$ cat config.mk
export PLATFORM = sky130hd
export DESIGN_NAME = byte_stuffed_frame_builder
export DESIGN_NICKNAME = d
export VERILOG_FILES = /design/src/hdl/bsfb_pkg.sv /design/src/hdl/byte_stuffed_frame_builder.sv /design/src/hdl/bsfb_front.sv /design/src/hdl/bsfb_fifo.sv /design/src/hdl/bsfb_back.sv
export VERILOG_INCLUDE_DIRS = /design/src /design/src/hdl
export SDC_FILE = /design/constraint.sdc
export NUM_CORES = 1
export LEC_CHECK = 0
export ABC_AREA = 1
export BUFFER_PORTS_ARGS = -buffer_cell sky130_fd_sc_hd__buf_2
export CAP_MARGIN = 20
export CORE_ASPECT_RATIO = 0.8
export CORE_MARGIN = 5
export CORE_UTILIZATION = 55
export CTS_BUF_LIST = sky130_fd_sc_hd__clkbuf_4 sky130_fd_sc_hd__clkbuf_8
export DETAILED_ROUTE_END_ITERATION = 10
export GPL_ROUTABILITY_DRIVEN = 0
export PLACE_DENSITY = 0.73
export SETUP_SLACK_MARGIN = 0.2
export SLEW_MARGIN = 20
export SYNTH_ARGS = -nofsm -noshare
export SYNTH_HDL_FRONTEND = slang
export SYNTH_SLANG_ARGS = --single-unit
$ cat constraint.sdc
create_clock -name i_clk -period 5.4 [get_ports i_clk]
set_input_delay 0.27 -clock i_clk [delete_from_list [all_inputs] [get_ports i_clk]]
set_output_delay 0.27 -clock i_clk [all_outputs]
set_load 0.01 [all_outputs]
$ cat src/hdl/byte_stuffed_frame_builder_assert.svh
// ----------------------------------------------------------------------------
// byte_stuffed_frame_builder assertion macros
// shared concurrent assertion forms for the framer modules
// ----------------------------------------------------------------------------
`ifndef BYTE_STUFFED_FRAME_BUILDER_ASSERT_SVH
`define BYTE_STUFFED_FRAME_BUILDER_ASSERT_SVH

// same-cycle implication
`define BSFB_ASSERT_NOW(label, clk, rst_n, ante, cons) \
    label: assert property (@(posedge clk) disable iff (!rst_n) (ante) |-> (cons)) \
        else $error("bsfb check failed");

// next-cycle implication
`define BSFB_ASSERT_NEXT(label, clk, rst_n, ante, cons) \
    label: assert property (@(posedge clk) disable iff (!rst_n) (ante) |=> (cons)) \
        else $error("bsfb check failed");

`endif

$ cat src/hdl/bsfb_pkg.sv
`timescale 1ns / 1ps
// ----------------------------------------------------------------------------
// bsfb_pkg
// types and constants shared by the byte stuffing framer
// ----------------------------------------------------------------------------
package bsfb_pkg;

    localparam logic [1:0] CFG_FLAG   = 2'd0;
    localparam logic [1:0] CFG_ESCAPE = 2'd1;
    localparam logic [1:0] CFG_MASK   = 2'd2;
    localparam logic [1:0] CFG_ADDR   = 2'd3;

    localparam logic [7:0] RST_FLAG   = 8'h7E;
    localparam logic [7:0] RST_ESCAPE = 8'h7D;
    localparam logic [7:0] RST_MASK   = 8'h20;
    localparam logic [7:0] RST_ADDR   = 8'h03;

    // output byte sequence of one word
    localparam logic [2:0] ST_OPEN  = 3'd0;
    localparam logic [2:0] ST_ADDR  = 3'd1;
    localparam logic [2:0] ST_CTRL  = 3'd2;
    localparam logic [2:0] ST_BCC1  = 3'd3;
    localparam logic [2:0] ST_ESC   = 3'd4;
    localparam logic [2:0] ST_DATA  = 3'd5;
    localparam logic [2:0] ST_BCC2  = 3'd6;
    localparam logic [2:0] ST_CLOSE = 3'd7;

    typedef struct packed {
        logic       hdr;
        logic       stuff;
        logic       last;
        logic [7:0] flag;
        logic [7:0] addr;
        logic [7:0] ctrl;
        logic [7:0] bcc1;
        logic [7:0] esc;
        logic [7:0] dbyte;
        logic [7:0] bcc2;
    } t_desc;

endpackage

$ cat src/hdl/byte_stuffed_frame_builder.sv
`timescale 1ns / 1ps
// ----------------------------------------------------------------------------
// byte_stuffed_frame_builder
// hdlc-like framer with byte stuffing and xor block checks
// ----------------------------------------------------------------------------
// Payload words enter one per cycle while the descriptor queue has room. Each
// word is classified on entry and then expanded by the output sequencer at one
// byte per cycle when not stalled: 1 byte for a plain payload byte, 2 when
// stuffed, plus 4 header bytes on the first word of a frame and 2 closing
// bytes (BCC2, flag) on the last, so a word gives 1 to 8 output bytes and the
// sustained rate is set by that single output byte lane. The queue of
// QUEUE_DEPTH words lets the input keep flowing while the output stalls or
// expands a word. Config writes take effect on the next accepted word.
module byte_stuffed_frame_builder
    import bsfb_pkg::*;
#(
    parameter int QUEUE_DEPTH = 4
) (
    input  logic        i_clk,
    input  logic        i_rst_n,
    input  logic        i_cfg_we,
    input  logic [1:0]  i_cfg_idx,
    input  logic [7:0]  i_cfg_data,
    input  logic        s_axis_tvalid,
    output logic        s_axis_tready,
    input  logic [15:0] s_axis_tdata,   // data_byte [7:0], ctrl_byte [15:8]
    input  logic        s_axis_tlast,
    output logic        m_axis_tvalid,
    input  logic        m_axis_tready,
    output logic [7:0]  m_axis_tdata,   // out_byte [7:0]
    output logic        m_axis_tlast,
    output logic        m_axis_tuser    // frame_end [0]
);

    t_desc w_push_desc, w_head;
    logic  w_push, w_pop, w_full, w_empty;

    bsfb_front u_front (
        .i_clk      (i_clk),
        .i_rst_n    (i_rst_n),
        .i_cfg_we   (i_cfg_we),
        .i_cfg_idx  (i_cfg_idx),
        .i_cfg_data (i_cfg_data),
        .i_valid    (s_axis_tvalid),
        .i_data     (s_axis_tdata[7:0]),
        .i_ctrl     (s_axis_tdata[15:8]),
        .i_last     (s_axis_tlast),
        .i_full     (w_full),
        .o_ready    (s_axis_tready),
        .o_push     (w_push),
        .o_desc     (w_push_desc)
    );

    bsfb_fifo #(
        .DEPTH (QUEUE_DEPTH)
    ) u_fifo (
        .i_clk   (i_clk),
        .i_rst_n (i_rst_n),
        .i_push  (w_push),
        .i_desc  (w_push_desc),
        .i_pop   (w_pop),
        .o_desc  (w_head),
        .o_full  (w_full),
        .o_empty (w_empty)
    );

    bsfb_back u_back (
        .i_clk    (i_clk),
        .i_rst_n  (i_rst_n),
        .i_desc   (w_head),
        .i_empty  (w_empty),
        .o_pop    (w_pop),
        .o_tvalid (m_axis_tvalid),
        .i_tready (m_axis_tready),
        .o_tdata  (m_axis_tdata),
        .o_tlast  (m_axis_tlast),
        .o_tuser  (m_axis_tuser)
    );

endmodule

$ cat src/hdl/bsfb_front.sv
`timescale 1ns / 1ps
// ----------------------------------------------------------------------------
// bsfb_front
// config registers, frame tracking and classification of payload words
// ----------------------------------------------------------------------------
module bsfb_front
    import bsfb_pkg::*;
(
    input  logic       i_clk,
    input  logic       i_rst_n,
    input  logic       i_cfg_we,
    input  logic [1:0] i_cfg_idx,
    input  logic [7:0] i_cfg_data,
    input  logic       i_valid,
    input  logic [7:0] i_data,
    input  logic [7:0] i_ctrl,
    input  logic       i_last,
    input  logic       i_full,
    output logic       o_ready,
    output logic       o_push,
    output t_desc      o_desc
);

    logic [7:0] r_flag, r_esc, r_mask, r_addr;
    logic       r_in_frame, n_in_frame;
    logic [7:0] r_check, n_check;
    logic [7:0] w_bcc2;
    logic       w_hdr;

    assign o_ready = !i_full;
    assign o_push  = i_valid && !i_full;
    assign w_hdr   = !r_in_frame;
    assign w_bcc2  = w_hdr ? i_data : (r_check ^ i_data);

    always_comb begin
        o_desc       = '0;
        o_desc.hdr   = w_hdr;
        o_desc.stuff = (i_data == r_flag) || (i_data == r_esc);
        o_desc.last  = i_last;
        o_desc.flag  = r_flag;
        o_desc.addr  = r_addr;
        o_desc.ctrl  = i_ctrl;
        o_desc.bcc1  = r_addr ^ i_ctrl;
        o_desc.esc   = r_esc;
        o_desc.dbyte = o_desc.stuff ? (i_data ^ r_mask) : i_data;
        o_desc.bcc2  = w_bcc2;
    end

    always_comb begin
        n_in_frame = r_in_frame;
        n_check    = r_check;
        if (o_push) begin
            n_in_frame = !i_last;
            n_check    = i_last ? 8'd0 : w_bcc2;
        end
    end

    always_ff @(posedge i_clk) begin
        if (!i_rst_n) begin
            r_flag     <= RST_FLAG;
            r_esc      <= RST_ESCAPE;
            r_mask     <= RST_MASK;
            r_addr     <= RST_ADDR;
            r_in_frame <= 1'b0;
            r_check    <= 8'd0;
        end else begin
            r_in_frame <= n_in_frame;
            r_check    <= n_check;
            if (i_cfg_we) begin
                case (i_cfg_idx)
                    CFG_FLAG:   r_flag <= i_cfg_data;
                    CFG_ESCAPE: r_esc  <= i_cfg_data;
                    CFG_MASK:   r_mask <= i_cfg_data;
                    CFG_ADDR:   r_addr <= i_cfg_data;
                    default:    r_flag <= r_flag;
                endcase
            end
        end
    end

endmodule

$ cat src/hdl/bsfb_fifo.sv
`timescale 1ns / 1ps
// ----------------------------------------------------------------------------
// bsfb_fifo
// short descriptor queue between front and back
// ----------------------------------------------------------------------------
module bsfb_fifo
    import bsfb_pkg::*;
#(
    parameter int DEPTH = 4
) (
    input  logic  i_clk,
    input  logic  i_rst_n,
    input  logic  i_push,
    input  t_desc i_desc,
    input  logic  i_pop,
    output t_desc o_desc,
    output logic  o_full,
    output logic  o_empty
);

    localparam int PW = (DEPTH > 1) ? $clog2(DEPTH) : 1;
    localparam int CW = $clog2(DEPTH + 1);

    t_desc         r_mem [DEPTH];
    logic [PW-1:0] r_wr, r_rd;
    logic [CW-1:0] r_count;

    assign o_full  = (r_count == CW'(DEPTH));
    assign o_empty = (r_count == '0);
    assign o_desc  = r_mem[r_rd];

    function automatic logic [PW-1:0] ptr_inc(input logic [PW-1:0] p);
        ptr_inc = (p == PW'(DEPTH - 1)) ? '0 : p + PW'(1);
    endfunction

    always_ff @(posedge i_clk) begin
        if (i_push) begin
            r_mem[r_wr] <= i_desc;
        end
    end

    always_ff @(posedge i_clk) begin
        if (!i_rst_n) begin
            r_wr    <= '0;
            r_rd    <= '0;
            r_count <= '0;
        end else begin
            if (i_push) begin
                r_wr <= ptr_inc(r_wr);
            end
            if (i_pop) begin
                r_rd <= ptr_inc(r_rd);
            end
            if (i_push && !i_pop) begin
                r_count <= r_count + CW'(1);
            end else if (!i_push && i_pop) begin
                r_count <= r_count - CW'(1);
            end
        end
    end

`include "byte_stuffed_frame_builder_assert.svh"

    `BSFB_ASSERT_NOW(a_no_push_full, i_clk, i_rst_n, i_push, !o_full)
    `BSFB_ASSERT_NOW(a_no_pop_empty, i_clk, i_rst_n, i_pop, !o_empty)
    `BSFB_ASSERT_NOW(a_count_bound, i_clk, i_rst_n, 1'b1, r_count <= CW'(DEPTH))

endmodule

$ cat src/hdl/bsfb_back.sv
`timescale 1ns / 1ps
// ----------------------------------------------------------------------------
// bsfb_back
// walks each descriptor and drives one framed byte per cycle when not stalled
// ----------------------------------------------------------------------------
module bsfb_back
    import bsfb_pkg::*;
(
    input  logic       i_clk,
    input  logic       i_rst_n,
    input  t_desc      i_desc,
    input  logic       i_empty,
    output logic       o_pop,
    output logic       o_tvalid,
    input  logic       i_tready,
    output logic [7:0] o_tdata,
    output logic       o_tlast,
    output logic       o_tuser
);

    logic       r_mid;
    logic [2:0] r_step;
    logic       r_tvalid;
    logic [7:0] r_tdata;
    logic       r_tlast, r_tuser;
    logic [2:0] w_cur, w_next, w_start;
    logic [7:0] w_byte;
    logic       w_done, w_load;

    assign w_start = i_desc.hdr ? ST_OPEN : (i_desc.stuff ? ST_ESC : ST_DATA);
    assign w_cur   = r_mid ? r_step : w_start;
    assign w_load  = !i_empty && (!r_tvalid || i_tready);
    assign w_done  = ((w_cur == ST_DATA) && !i_desc.last) || (w_cur == ST_CLOSE);
    assign o_pop   = w_load && w_done;

    always_comb begin
        case (w_cur)
            ST_OPEN:  begin w_byte = i_desc.flag;  w_next = ST_ADDR; end
            ST_ADDR:  begin w_byte = i_desc.addr;  w_next = ST_CTRL; end
            ST_CTRL:  begin w_byte = i_desc.ctrl;  w_next = ST_BCC1; end
            ST_BCC1:  begin
                w_byte = i_desc.bcc1;
                w_next = i_desc.stuff ? ST_ESC : ST_DATA;
            end
            ST_ESC:   begin w_byte = i_desc.esc;   w_next = ST_DATA; end
            ST_DATA:  begin w_byte = i_desc.dbyte; w_next = ST_BCC2; end
            ST_BCC2:  begin w_byte = i_desc.bcc2;  w_next = ST_CLOSE; end
            ST_CLOSE: begin w_byte = i_desc.flag;  w_next = ST_OPEN; end
            default:  begin w_byte = i_desc.flag;  w_next = ST_OPEN; end
        endcase
    end

    always_ff @(posedge i_clk) begin
        if (w_load) begin
            r_tdata <= w_byte;
            r_tlast <= w_done;
            r_tuser <= (w_cur == ST_CLOSE);
        end
    end

    always_ff @(posedge i_clk) begin
        if (!i_rst_n) begin
            r_mid    <= 1'b0;
            r_step   <= ST_OPEN;
            r_tvalid <= 1'b0;
        end else begin
            if (w_load) begin
                r_tvalid <= 1'b1;
                r_mid    <= !w_done;
                r_step   <= w_next;
            end else if (i_tready) begin
                r_tvalid <= 1'b0;
            end
        end
    end

    assign o_tvalid = r_tvalid;
    assign o_tdata  = r_tdata;
    assign o_tlast  = r_tlast;
    assign o_tuser  = r_tuser;

`include "byte_stuffed_frame_builder_assert.svh"

    `BSFB_ASSERT_NOW(a_end_is_last, i_clk, i_rst_n, r_tvalid && r_tuser, r_tlast)
    `BSFB_ASSERT_NOW(a_mid_has_desc, i_clk, i_rst_n, r_mid, !i_empty)
    `BSFB_ASSERT_NEXT(a_load_shows, i_clk, i_rst_n, w_load, r_tvalid)

endmodule
Yosys cells after proc, flatten, opt, wreduce, memory -nomap -nowiden
Memory sizes are Yosys's and may differ from the RTL's. A register that Yosys moved wholly into a read port is not among the register bits.
Cells that the tools add are included.
W data, S select, Z words.
{ "totals": {"memories": 1, "out_inout_bits": 12, "mem_bits_rw": 236, "regBits": 63} }
{ "op_classes": {"n_mux": 18, "bitwise_logic": 3, "n_addsub": 4, "reduce_logical": 28, "eq_ne": 15} }
{ "mem_list": {"columns": ["name", "depth", "word_bits", "rd", "rd_ports_with_merged_regs", "wr", "line_no", "source"], "rows": [
  ["u_fifo.r_mem", 4, 59, 1, 1, 1, "bsfb_fifo.sv:24", "t_desc r_mem [DEPTH];"]
]} }
{ "op_table": {"columns": ["operator", "count"], "rows": [
  ["$pmux W8 S7", 1],
  ["$mux W8", 3],
  ["$pmux W3 S8", 1],
  ["$xor A8 B8 Y8", 3],
  ["$eq A8 B8 Y1", 2],
  ["$eq A3 B3 Y1 const B", 5],
  ["$mux W3", 4],
  ["$logic_not A1 Y1", 9],
  ["$eq A2 B2 Y1 const B", 4],
  ["$mux W2", 4],
  ["$reduce_and A2 Y1", 4],
  ["$eq A3 B2 Y1 const B", 2],
  ["$logic_and A1 B1 Y1", 6],
  ["$logic_not A3 Y1", 2],
  ["$mux W1", 5],
  ["$add A2 B1 Y2 const B", 2],
  ["$reduce_bool A2 Y1", 2],
  ["$add A3 B1 Y3 const B", 1],
  ["$eq A3 B1 Y1 const B", 1],
  ["$logic_or A1 B1 Y1", 3],
  ["$sub A3 B1 Y3 const B", 1],
  ["$eq A2 B1 Y1 const B", 1],
  ["$logic_not A2 Y1", 1],
  ["$reduce_or A2 Y1", 1]
]} }

Logic depth before layout (Yosys ltp)
Gate-level depths: netlist (run 1).
{ "logic_depth": {"word_depth": 10, "ltp_mapped": 20, "mapped_depth_nobuf": 18} }

By module
Synthesis (run 1) repeated with hierarchy kept, for this count alone.
{ "hier_totals": {"hier_cells": 1107, "hier_area_um2": 12605.8} }
{ "modules_own_cells": {"columns": ["mod", "cells_each", "n_inst", "area_per_inst_um2"], "rows": [
  ["bsfb_fifo", 629, 1, 9177.6],
  ["bsfb_front", 304, 1, 2267.2],
  ["bsfb_back", 174, 1, 1161.1]
]} }

Worst setup path before layout (run 1)
OpenSTA, ideal clock, no wires.
{ "synth_timing": {"path_type": "register -> register", "startpoint": "reg u_fifo.r_count[0]", "endpoint": "mem u_fifo.r_mem[0][0] (netlist name) (enable)", "stages_incl_launch_ff": 6, "setup_ns": 0.476, "setup_slack_ns": 1.474, "arrival_time_ns": 3.450, "required_time_ns": 4.924, "n_path_buf": 1, "cell_sequence": "dfxtp_1 > inv_1 > nand3_1 > nand2_1 > clkbuf_1 > nor2_1"} }
{ "synth_between": {"elab_chain_len": 5} }
{ "synth_lines": {"columns": ["item", "line_no", "source"], "rows": [
  ["start: declaration", "bsfb_fifo.sv:26", "logic [CW-1:0] r_count;"],
  ["start signal: assignment", "bsfb_fifo.sv:55", "r_count <= r_count + CW'(1);"],
  ["start signal: assignment", "bsfb_fifo.sv:57", "r_count <= r_count - CW'(1);"],
  ["$eq A3 B3 Y1", "bsfb_fifo.sv:28", "assign o_full = (r_count == CW'(DEPTH));"],
  ["$logic_not A1 Y1", null, null],
  ["via s_axis_tready", "byte_stuffed_frame_builder.sv:25", "output logic s_axis_tready,"],
  ["$logic_and A1 B1 Y1", "bsfb_front.sv:31", "assign o_push = i_valid && !i_full;"],
  ["$mux W1", "bsfb_fifo.sv:37", "if (i_push) begin"],
  ["$mux W1 (not written as such)", "bsfb_fifo.sv:38", "r_mem[r_wr] <= i_desc;"],
  ["end: declaration", "bsfb_fifo.sv:24", null]
]} }
The timed path passes the listed nets, and every way through them passes these cells.

==> results list, run 1 <==
- Fin crit period: around 3800 ps
* Drt first-iter violations: 873
* Clock root buffer: sky130_fd_sc_hd__clkbuf_8
- For hold timing, the worst endpoint is u_front.r_esc[0].
- Number of cells traversed by the worst hold path: 4
- For met2 alone, demand over resource in global routing was 0.3374.
* H-tree Lvls: 2
- In this run the horizontal extent of the chip is ~180 µm.
- Cells taking the most area after synthesis: sky130_fd_sc_hd__edfxtp_1, sky130_fd_sc_hd__dfxtp_1, sky130_fd_sc_hd__nor2_1
- After global routing the overflow that remains totals 0.
- Total routing resource utilization after global routing: 0.2272
- For this run, the leading register cell type out of synthesis is sky130_fd_sc_hd__edfxtp_1.
- Across the run, the number of max-cap violations was 0.
* Unrepaired setup endpoints after global routing: false
- In the routed layout, each cell is associated on average with a via count of approximately 5.6.
* Number of global-route vias before repair: about 8000
- Dividing the final minimum period by the clock period gives 0.7109.
- The synthesized design spends more area on one cell type than any other, namely sky130_fd_sc_hd__edfxtp_1.
- Seq/Total Area, Yosys: 0.6859
- Initial antenna violation count: 0
- For the worst setup path, the data arrival time is ~4300 ps.
* CTS tree: built
* Filler cell count: about 1800
* Diode count: 0
- Row generation in the floorplan step produced a little under 50 rows.
* EDFF count, synth: between 200 and 250
- Area added between synthesis and finish: 12.22%
- Area enclosed by the die boundary: roughly 26000 µm²
* Data required, critical path: 5830 ps
* Pin count of the biggest net entering global routing: 93
- The initial utilization of the core area, before any placement, comes to 0.5546.
- The worst register-to-register path ends at u_fifo.r_count[1].
- Static leakage power: ~5.2 nW
- The pre-antenna-repair detailed-routing pass consisted of 5 iterations.
- Internal Power: 0.004267 W
- After clock tree synthesis, the clock-pin slew on the worst setup and hold paths is roughly 60 ps.
- The setup path with the least slack is of type flop to flop.
- Number of warnings reported in the yosys synthesis log: 0
* Net load switching power: between 0.002 and 0.0025 W
* Clock power share: 0.283
- At the pin with the least slew margin, the transition time is 1053 ps.
- Counting along the longest clock path gives a buffer depth of 3.
* Unique cell type count in the Yosys netlist: 37
- Detailed routing inserted a total of between 8000 and 9000 vias.
- After floorplanning, the core was sized to cover 22320 µm².
* Wirelength per Cell: around 19 µm
* Post-Synthesis Net Count: between 1000 and 1500
- Max_slew headroom: 0.2962
- Total setup buffers inserted after CTS: 0
- The later pin in the worst-skew pair is clocked with a latency of approximately 560 ps.
* Number of top-level pins: 44
* Most used routing layer in global routing: met1
- CP Launch Type: flop
* Power per cell area: between 400 and 500 nW/µm²
- Post-route ant nets: 0
- Setup slack on the worst reg-to-reg path comes out at 1560 ps.
- DRC errors left: 0
- Of the cells placed in the final design, the portion with a size suffix greater than 1 is 0.1260.
- Flop pwr share: 0.473
- Endpoint type of the worst setup path: flop
- The worst hold path begins at i_cfg_idx[1].
* Worst hold margin: 107.3 ps
- For this run, global-route usage on met1 was measured as 0.3399.
- VDD sags by at most roughly 0.23 mV.
* Vertical die dimension: ~140 µm
- In this run the mean area of a mapped cell was 11.24 µm².
- Total wire length: about 29 mm
* TritonCTS Sinks: ~300
- Post-CTS repair changed the size of 0 cells.
- In this run the worst path has a maximum fanout of 42.
- Of the total power, the share spent switching nets is 0.3261.
- The synthesized design contains between 300 and 400 register bits.
- Final-report setup violation count: 0
- For this run, global-route usage on met3 was measured as 0.05436.
- Top post-synthesis cells by count: sky130_fd_sc_hd__edfxtp_1, sky130_fd_sc_hd__nor2_1, sky130_fd_sc_hd__nand2_1, sky130_fd_sc_hd__o21ai_0, sky130_fd_sc_hd__nand3_1
* Nets@finish: 1207
* Sum of negative setup slack: 0 ps
- Yosys instantiated no cell more often than sky130_fd_sc_hd__edfxtp_1.
- Wire length of the first global-routing pass: about 45 mm
- Logic pwr share: 0.245
- Counting every instance in the synthesized netlist gives 1101.
- In this run the worst hold path is classified as input pin to flop.
* # hold bufs at CTS: 17
* Count of buffers inserted at the top-level ports: between 40 and 50
- Derived from the worst setup path, the maximum achievable clock frequency is between 200 and 300 MHz.
* Core occupancy in the finished layout: 0.6223
- Of the post-synthesis cell area, the dominant cell type holds 0.5969.
- Cell Area, Synth: ~12000 µm²
* Async set-or-reset flop fraction in the synthesized netlist: 0
- Reg2reg path depth: 16
- After legalization and detailed placement, the total HPWL measured 18.01 mm.
- Worst clock skew on the final layout: 17.32 ps
- Max-slew violation count: 0
- Number of failing hold endpoints at the final stage: 0
* Status: finished, final reports clean
- Buffers inserted during clock tree synthesis total 47.
routing by layer:
metal  vias to the layer above  routed length (µm)  part of all wire
li1                       4005                   -                 -
met4                         0                 461             0.016
met2                       364               12420              0.43
met5                         -                   0                 0
met3                        38                2789             0.097
met1                      4006               12960              0.45
worst max-delay path: stages, from the launching register on:
cell and delay, ps:
sky130_fd_sc_hd__dfxtp_4 430, sky130_fd_sc_hd__clkinv_2 410, sky130_fd_sc_hd__nand2_1 100, sky130_fd_sc_hd__nand3_1 90
sky130_fd_sc_hd__nand2_1 90, sky130_fd_sc_hd__nand2_4 230, sky130_fd_sc_hd__nand3_1 180, sky130_fd_sc_hd__inv_1 110
sky130_fd_sc_hd__ha_1 440, sky130_fd_sc_hd__nand3_2 190, sky130_fd_sc_hd__a21oi_1 410, sky130_fd_sc_hd__inv_1 90
sky130_fd_sc_hd__ha_1 200, sky130_fd_sc_hd__inv_1 100, sky130_fd_sc_hd__fa_1 410, sky130_fd_sc_hd__o21ai_0 160
sky130_fd_sc_hd__a21oi_1 60
layout by cell type (no fill, tap or decap), types with 43 or more instances in the layout:
cell type                  instances
sky130_fd_sc_hd__o21ai_0         124
sky130_fd_sc_hd__nand3_1          62
sky130_fd_sc_hd__edfxtp_1        246
sky130_fd_sc_hd__nand2_1         165
sky130_fd_sc_hd__buf_2            43
sky130_fd_sc_hd__clkbuf_8         50
sky130_fd_sc_hd__o22ai_1          51
sky130_fd_sc_hd__dfxtp_1          53
sky130_fd_sc_hd__nor2_1          167
sky130_fd_sc_hd__inv_1            50
flip-flops by register name, summed over array words and instances, names as in the netlist, 2 cells and up, named ones only:
name             flops
u_front.r_esc        8
u_fifo.r_rd          2
u_front.r_flag       8
u_back.r_step        3
u_fifo.r_count       3
u_front.r_addr       8
u_fifo.r_wr          2
u_front.r_mask       8
u_fifo.r_mem       236
u_front.r_check      8
u_back.o_tdata       8
power by group through the flow:
stage	clock (W)	combinational [W]	sequential (W)
after CTS	0.00183	0.00154	0.00299
after global placement	0	0.00149	0.00303
final	0.00179	0.00155	0.00299
after global routing	0.00195	0.00171	0.00301
after detailed placement	0	0.00152	0.00304
after floorplan	0	0.00106	0.00303
kinds of logic (layout without fill, tap and decap cells):
logic type	after synthesis	after routing	synth area share
adders and majority gates	11	11	0.01173
buffers and inverters	111	208	0.03721
and+or+nand+nor	444	444	0.1526
xor gates and xnor gates	34	34	0.02406
AOI/OAI and AO/OA	200	200	0.08857
DFF	301	301	0.6859
worst max path at each step:
stage / from / endpoint / slack (ps) / cells after the start
floorplan: u_fifo.r_count[0] / u_fifo.r_mem[0][0] / 1470 / 5
global placement: flop / u_fifo.r_count[2] / 1630 / 18
detailed placement: flop / u_fifo.r_count[1] / 1540 / 15
CTS: flop / u_fifo.r_count[1] / 1530 / 15
global route: flop / u_fifo.r_count[2] / 1100 / 18
finish: flop / u_fifo.r_count[1] / 1560 / 16
cell type report:
class	instances	area, µm²	share of cell area
multi-input cells	689	3463	0.2494
repair buffers	72	475.5	0.03423
clock buffers	65	800.8	0.05766
well taps	306	382.9	0.02757
inverters	53	200.2	0.01441
clock inverters	18	72.57	0.005225
flip-flops and latches	301	8493	0.6115
stage by stage:
step	worst slack, ps	instances	cell area [µm²]	power (W)
after detailed placement	1537	1404	12840	0.004564
after CTS	1528	1504	13890	0.006359
after floorplan	1474	1101	12380	0.004089
after global placement	1634	1404	12840	0.004525
final	1561	1504	13890	0.006333
after global routing	1096	1504	13890	0.006674
No activity file was read; power rests on OpenSTA's default activity.
==> inputs of run 2 (changes only) <==
ABC_AREA = 0   (was 1)
PLACE_DENSITY = 0.76   (was 0.73)
clock period = 3.2 ns   (was 5.4 ns; I/O delays follow)
==> run 2 against run 1 <==
  * Clock power grew 77%
  * Via count shrank 20%
  * Synthesized cell count shrank 32%
  * Largest power group unchanged
==> results list, run 2 <==
- Status: finished, final reports clean
- The final count of pins violating max slew came to 0 (unchanged).
* Fin crit period: 2878 ps (-960.5 ps)
- Number of iterations in the first detailed-routing pass: 6 (+1)
* Seq/Total Area, Yosys: 0.6984 (+0.01250)
* Total number of vias: 6767 (-20%)
- The count of endpoints failing hold in the final timing report was 0 (unchanged).
- Drt first-iter violations: 602 (-31%)
- Nets@finish: 869 (-28%)
- The number of synthesized flops with an enable pin came to 246 (unchanged).
- The diode insertion count for antenna repair is 0 (unchanged).
* Share of layout cells above drive strength 1: 0.2529 (+0.1269)
- After synthesis, the most frequently instantiated cells are sky130_fd_sc_hd__edfxtp_1, sky130_fd_sc_hd__nand2_1, sky130_fd_sc_hd__mux4_2, sky130_fd_sc_hd__dfxtp_1, sky130_fd_sc_hd__xnor2_1.
* Pin count of the biggest net entering global routing: 60 (-35%)
- Clk pin slew, worst setup/hold paths: 60 ps (about the same)
- STA classifies the critical path startpoint as a flop.
* Commonest cells after routing, fill and taps aside: sky130_fd_sc_hd__edfxtp_1, sky130_fd_sc_hd__nand2_1, sky130_fd_sc_hd__mux4_2, sky130_fd_sc_hd__dfxtp_1, sky130_fd_sc_hd__clkbuf_8
- The post-detailed-placement half-perimeter wirelength was 16.12 mm (-11%).
- The synthesized cell area came to 12150 µm² (-1.8%).
* Final standard cell count with taps included and fillers excluded: 1162 (-23%)
- Core ar.: 21680 µm² (-2.8%)
* Cts bufs inserted: 45 (-4.3%)
- STA classifies the critical path endpoint as a flop.
- The peak fanout along the critical path is 4 (-90%).
- The register cell area after layout is 8493 µm² (unchanged).
- The synthesized net count came to 790 (-31%).
- Total wire length: 25.55 mm (-11%)
- The required time reported for the critical path endpoint came to 3680 ps (-2150 ps).
- Multi-input combinational cell area: 3431 µm² (-0.94%)
* Clock insertion delay at the later pin of the skew report: 550 ps (about the same)
- Top layer in use: met4
- The number of flip-flops and latches in the synthesized netlist was 301 (unchanged).
- The top cell type's share of synthesized area was 0.6078 (+0.01088).
- The number of setup violations in the final report is 0 (unchanged).
* Most common cell after layout, fill and taps aside: sky130_fd_sc_hd__edfxtp_1
- Critical Setup Path Class: flop to flop
- Count of buffers inserted at the top-level ports: 43 (unchanged)
- The count of H-tree levels built during CTS came to 2 (unchanged).
- The wire length on met1 came to 11.37 mm (-12%).
* Part of the cycle the worst path needs: 0.8995 (+0.1886)
- The number of placed I/O pins is 44 (unchanged).
* Most flops, register: u_fifo.r_mem
- The full die area came to 25190 µm² (-1.7%).
* Vertical die dimension: 143.0 µm (-0.84%)
- Number of global-route vias before repair: 6746 (-15%)
- The areal power density over the cells is 698.1 nW/µm² (+53%).
* IR drop worst, VDD: 0.4142 mV (+81%)
* Area added between synthesis and finish: 14.00%
- CTS placed an instance of sky130_fd_sc_hd__clkbuf_8 at the clock tree root.
- The final design utilization came to 0.6391 (+0.01674).
* Filler cell count: 1524 (-15%)
- Data arrival at the endpoint of the critical path: 3360 ps (-910 ps)
- The fmax came to 347.4 MHz (+33%).
- The routed wirelength normalized by instance count was 21.98 µm (+15%).
* Pin slew with the least headroom to its limit: 1066 ps (+12.99 ps)
- The leakage power was 4.618 nW (-11%).
* Max-cap check violation count: 0 (unchanged)
- Post-route ant nets: 0 (unchanged)
- Average footprint of a synthesized cell: 16.27 µm² (+45%)
* Detailed route wirelength on metal3: 2.235 mm (-20%)
* Total length of routed met2 wires: 11.53 mm (-7.2%)
- TritonCTS Sinks: 301 (unchanged)
- The most used flip-flop cell after synthesis is sky130_fd_sc_hd__edfxtp_1.
- The DRC violation count after routing was 0 (unchanged).
- The total placed cells including tap cells is 1058 (-25%).
- The starting density of the core came to 0.5606 (+0.006043).
* Max_slew headroom: 0.2877 (-0.008534)
- Unrepaired setup endpoints after global routing: false
- Syn Inst Count: 747 (-32%)
- The total negative slack was 0 ps (unchanged).
* Placement Rows: 48 (-2.0%)
* Largest register FFs: 236 (unchanged)
- Horizontal die dimension: 176.2 µm (-0.85%)
- The residual overflow from global routing is 0 (unchanged).
- Number of warnings reported in the yosys synthesis log: 0 (unchanged)
- The fraction of synthesis flops using an asynchronous set or reset pin is 0 (unchanged).
- The via-per-instance ratio is 5.824 (+4.1%).
- The min-delay analysis places its worst path in the category input pin to flop.
- TritonCTS built the clock tree.
- The global router's overall resource usage was 0.2088 (-0.01843).
- Max Root-Sink Buffers: 3 (unchanged)
- The initial antenna violation count is 0 (unchanged).
- The biggest area contributor in the post-synthesis netlist is sky130_fd_sc_hd__edfxtp_1.
* Most common cell in the synthesized netlist: sky130_fd_sc_hd__edfxtp_1
- Sorting the synthesized cells by area gives the leading types as sky130_fd_sc_hd__edfxtp_1, sky130_fd_sc_hd__mux4_2, sky130_fd_sc_hd__dfxtp_1.
- The distinct cell type count after synthesis came to 49 (+32%).
- The wire length of the first global-routing pass came to 39.97 mm (-10%).
* Worst clock skew on the final layout: 19.81 ps (+2.488 ps)
run 2: changes by cell type after synthesis, moves of 20 or more:
cell and change:
sky130_fd_sc_hd__nand3_1 -44, sky130_fd_sc_hd__inv_1 -39, sky130_fd_sc_hd__o21ai_0 -121, sky130_fd_sc_hd__mux4_2 +59, sky130_fd_sc_hd__a21boi_0 +20, sky130_fd_sc_hd__nand2_1 -55, sky130_fd_sc_hd__xnor2_1 +28, sky130_fd_sc_hd__xor2_1 -20
sky130_fd_sc_hd__nor2_1 -155, sky130_fd_sc_hd__o22ai_1 -50
run 2: timing repair:
| item | 4_1_cts | 5_1_grt |
|---|---|---|
| buffers inserted | 1 | 2 |
| resized for setup | 0 | 5 |
| setup endpoints to repair | 1 | 1 |
| hold endpoints to repair | 67 | 0 |
| hold buffers | 18 | 0 |
| pin swaps | 1 | 4 |
run 2: stage by stage:
step / cell area (µm²) / total power, W / hold slack, ps / setup slack, ps
after floorplan: 12190 / 0.006014 / 258.9 / 222.3
after global placement: 12710 / 0.006465 / 403.6 / 334.6
after detailed placement: 12710 / 0.006554 / 407.9 / 196.2
after CTS: 13820 / 0.009722 / 76.91 / 208.5
after global routing: 13860 / 0.01011 / 118.1 / 170.5
final: 13860 / 0.009673 / 105.3 / 321.7
run 2: kinds of logic (layout without fill, tap and decap cells):
logic type | after synthesis | count (layout) | share of synthesized area
buf+inv | 58 | 173 | 0.02275
compound gates | 81 | 81 | 0.04818
fa+ha+maj | 11 | 11 | 0.01194
flops | 301 | 301 | 0.6984
mux | 73 | 73 | 0.1230
xor+xnor | 42 | 42 | 0.03027
simple gates | 181 | 181 | 0.06547
run 2: final timing paths:
path / start / end / slack (ps) / cells after the start
worst min-delay path: i_cfg_idx[1] / u_front.r_esc[3] / 110 / 4
worst min register to register: u_front.r_mask[3] / u_front.r_mask[3] / 470 / 2
worst max register to register: flop / u_fifo.r_count[2] / 320 / 12
worst max-delay path: flop / u_fifo.r_count[2] / 320 / 12
run 2: layout make-up:
type / count / share of cell area
repair buffers: 79 / 0.04280
inverters: 11 / 0.002980
multi-input cells: 388 / 0.2476
flip-flops and latches: 301 / 0.6130
clock buffers: 69 / 0.05996
clock inverters: 14 / 0.006592
well taps: 300 / 0.02709
run 2: power by group:
part	total, W	internal [W]	switching (W)
Sequential	0.00489	0.00471	0.000178
Combinational	0.00163	0.000671	0.000954
Clock	0.00316	0.00174	0.00142
Total	0.00967	0.00713	0.00255
run 2: per-layer routing:
| layer | global-route usage | vias to the layer above |
|---|---|---|
| met5 | 0 | - |
| met4 | 0.04963 | 0 |
| met3 | 0.04632 | 40 |
| met2 | 0.3087 | 288 |
| met1 | 0.3221 | 3427 |
| li1 | - | 3012 |
run 2: worst max-delay path, stage by stage (launching register included):
cell,delay (ps)
sky130_fd_sc_hd__dfxtp_4,360
sky130_fd_sc_hd__mux4_2,370
sky130_fd_sc_hd__nor3_2,50
sky130_fd_sc_hd__a21o_1,200
sky130_fd_sc_hd__ha_2,190
sky130_fd_sc_hd__nor2b_4,140
sky130_fd_sc_hd__o211ai_4,220
sky130_fd_sc_hd__ha_2,220
sky130_fd_sc_hd__inv_1,60
sky130_fd_sc_hd__fa_2,330
sky130_fd_sc_hd__xor2_1,160
sky130_fd_sc_hd__or3_1,400
sky130_fd_sc_hd__a21boi_2,120
==> inputs of run 3 (changes only) <==
CAP_MARGIN = default   (was 20)
PLACE_DENSITY = 0.75   (was 0.76)
==> run 3 against run 2 <==
  * Routed wire length shrank 0.48%
  * Combinational power is essentially flat
  * Via count shrank 0.37%
  * Sequential cell count is the same
  * Cell area grew 0.41%
  * Non-clock buffer count grew 1
  * Total power grew 1.4%
  * Sequential share of layout area shrank 0.25 points
  * Clock skew grew 4.3 ps
  * Final cell count grew 0.26%
  * Critical endpoint unchanged
  * Largest power group unchanged
==> results list, run 3 (same netlist as run 2, synthesis figures left out) <==
- Status: finished, final reports clean
- Total routing resource utilization after global routing: 0.2068 (-0.001983)
- The fraction of power spent switching nets is 0.2585 (-0.004846).
* CTS tree: built
* Fmax achieved: 346.6 MHz (-0.24%)
- Filler cell count: 1524 (unchanged)
- The worst endpoint data arrival time came to 3340 ps (-20 ps).
* Net load switching power: 0.002534 W (-0.50%)
- Worst clock skew on the final layout: 24.07 ps (+4.260 ps)
- The worst setup path is launched from a flop.
- Sum of net half-perimeters after detailed placement: 16.22 mm (+0.66%)
- The total number of clock tree sinks came to 301 (unchanged).
- Area added between synthesis and finish: 14.46%
- The worst setup path is captured at a flop.
* Worst hold margin: 80.83 ps (-24.47 ps)
- Power per cell area: 704.8 nW/µm² (+0.96%)
- Final-report setup violation count: 0 (unchanged)
* Pin count of the biggest net entering global routing: 60 (unchanged)
- The count of port buffers added during placement is 43 (unchanged).
- The peak fanout along the critical path was 3 (-1).
- Static leakage power: 4.650 nW (+0.69%)
- Largest register FFs: 236 (unchanged)
- The total negative slack is 0 ps (unchanged).
- Wire length of the first global-routing pass: 39.31 mm (-1.7%)
- The maximum clock insertion buffer count came to 3 (unchanged).
- The number of iterations in the first detailed-routing pass is 5 (-1).
* Fin crit period: 2885 ps (+6.900 ps)
- The starting density of the core is 0.5606 (unchanged).
- Number of failing hold endpoints at the final stage: 0 (unchanged)
- The via-per-instance ratio came to 5.787 (-0.63%).
- Multi-input combinational cell area: 3427 µm² (-0.11%)
- Most common cell after layout, fill and taps aside: sky130_fd_sc_hd__edfxtp_1
* Clock power share: 0.335 (+0.009)
- Pin slew with the least headroom to its limit: 1036 ps (-29.98 ps)
- The max-capacitance violation count was 0 (unchanged).
- The final count of pins violating max slew came to 0 (unchanged).
- Setup repair after global routing left no endpoint under its margin.
* Cts bufs inserted: 46 (+2.2%)
* Part of the cycle the worst path needs: 0.9016 (+0.002156)
- The placeable core region was 21680 µm² (unchanged).
- In the layout the commonest cells are sky130_fd_sc_hd__edfxtp_1, sky130_fd_sc_hd__nand2_1, sky130_fd_sc_hd__mux4_2, sky130_fd_sc_hd__dfxtp_1, sky130_fd_sc_hd__clkbuf_8.
- In this run the clock root is driven by a sky130_fd_sc_hd__clkbuf_8.
- The count of H-tree levels built during CTS came to 2 (unchanged).
- Placement Rows: 48 (unchanged)
- The maximum ir drop on the vdd rail came to 0.3485 mV (-16%).
- DRC errors left: 0 (unchanged)
- The violation count after the first detailed-routing iteration was 648 (+7.6%).
- The register with the most flip-flops in the final layout is u_fifo.r_mem.
* Reg-to-reg setup timing slack: 310 ps (about the same)
- The clock latency at the later pin of the worst-skew pair is 550 ps (about the same).
- The pre-CTS setup slack is 159.7 ps (-36.50 ps).
- The final net count is 871 (+0.23%).
* Grt ovf: 0 (unchanged)
- The detailed-route wire length was 25.42 mm (-0.48%).
- Max_slew headroom: 0.3077 (+0.02003)
- The diode insertion count for antenna repair is 0 (unchanged).
- Critical Setup Path Class: flop to flop
- Clk pin slew, worst setup/hold paths: 70 ps (about the same)
- The required time reported for the critical path endpoint is 3660 ps (-20 ps).
- Logic pwr share: 0.166 (-0.002)
- The routed wirelength normalized by instance count came to 21.82 µm (-0.73%).
- Min setup slack post-route: 314.8 ps (-6.900 ps)
* Flop pwr share: 0.499 (-0.007)
- Post-route ant nets: 0 (unchanged)
- The via count of the first global-routing pass came to 6825 (+1.2%).
- The initial antenna violation count was 1 (+1).
- The die outline height is 143.0 µm (unchanged).
- The number of placed I/O pins was 44 (unchanged).
- The full die area was 25190 µm² (unchanged).
* Total number of vias: 6742 (-0.37%)
- Share of layout cells above drive strength 1: 0.2555 (+0.002591)
- The overall die width came to 176.2 µm (unchanged).
* Internal Power: 0.007270 W (+2.0%)
- The path class of the tightest hold or removal check is input pin to flop.
- Register area: 8493 µm² (unchanged)
- Total power of the final layout: 0.009805 W (+1.4%)
-- run 3: cell type report --
cell class	count	share of cell area
Multi-Input combinational cell	388	0.2463
Timing Repair Buffer	80	0.04317
Clock inverter	13	0.007824
Inverter	11	0.002968
Sequential cell	301	0.6105
Clock buffer	72	0.06224
Tap cell	300	0.02698
-- run 3: path summary, 6_finish.rpt --
| kind | startpoint | to | depth (start not counted) |
|---|---|---|---|
| max | flop | u_fifo.r_count[2] | 12 |
| min | i_cfg_idx[0] | u_front.r_mask[3] | 4 |
| max reg2reg | flop | u_fifo.r_count[2] | 12 |
| min reg2reg | u_front.r_mask[7] | u_front.r_mask[7] | 2 |
-- run 3: worst max-delay path, stage by stage, from the launching register on --
cell and delay, ps:
sky130_fd_sc_hd__dfxtp_4 350, sky130_fd_sc_hd__mux4_2 360, sky130_fd_sc_hd__nor3_2 50, sky130_fd_sc_hd__a21o_1 190
sky130_fd_sc_hd__ha_2 200, sky130_fd_sc_hd__nor2b_4 140, sky130_fd_sc_hd__o211ai_4 220, sky130_fd_sc_hd__ha_2 230
sky130_fd_sc_hd__inv_1 60, sky130_fd_sc_hd__fa_2 340, sky130_fd_sc_hd__xor2_1 170, sky130_fd_sc_hd__or3_1 330
sky130_fd_sc_hd__a21boi_1 150
-- run 3: per-stage QoR --
| stage | instance area (µm²) | utilization | std cells |
|---|---|---|---|
| 2_1_floorplan | 12190 | - | 747 |
| 5_1_grt | 13910 | 0.6417 | 1165 |
| 6_report | 13910 | 0.6417 | 1165 |
| 3_5_place_dp | 12700 | 0.5858 | 1056 |
| 4_1_cts | 13880 | 0.6402 | 1162 |
| 3_3_place_gp | 12700 | 0.5858 | 1056 |
-- run 3: power by group through the flow --
stage	registers (W)	logic (W)	clock network, W
floorplan	0.00494	0.00107	0
global placement	0.00494	0.00152	0
detailed placement	0.00497	0.00158	0
CTS	0.00489	0.00162	0.00335
global route	0.00492	0.00177	0.00354
finish	0.00489	0.00163	0.00328
-- run 3: routing by layer --
layer	vias to the layer above	part of all wire	GRT usage
met3	36	0.085	0.04844
met5	-	0	0
met1	3411	0.45	0.3179
li1	3017	-	-
met4	0	0.019	0.06030
met2	278	0.44	0.2996
-- run 3: what timing repair did --
item                                    4_1_cts  5_1_grt
setup buffers                                 3        3
resized for setup                             2        2
pin swaps                                     2        2
hold buffers                                 18        0
hold endpoints to repair                     73        0
endpoints found under the setup margin        1        5
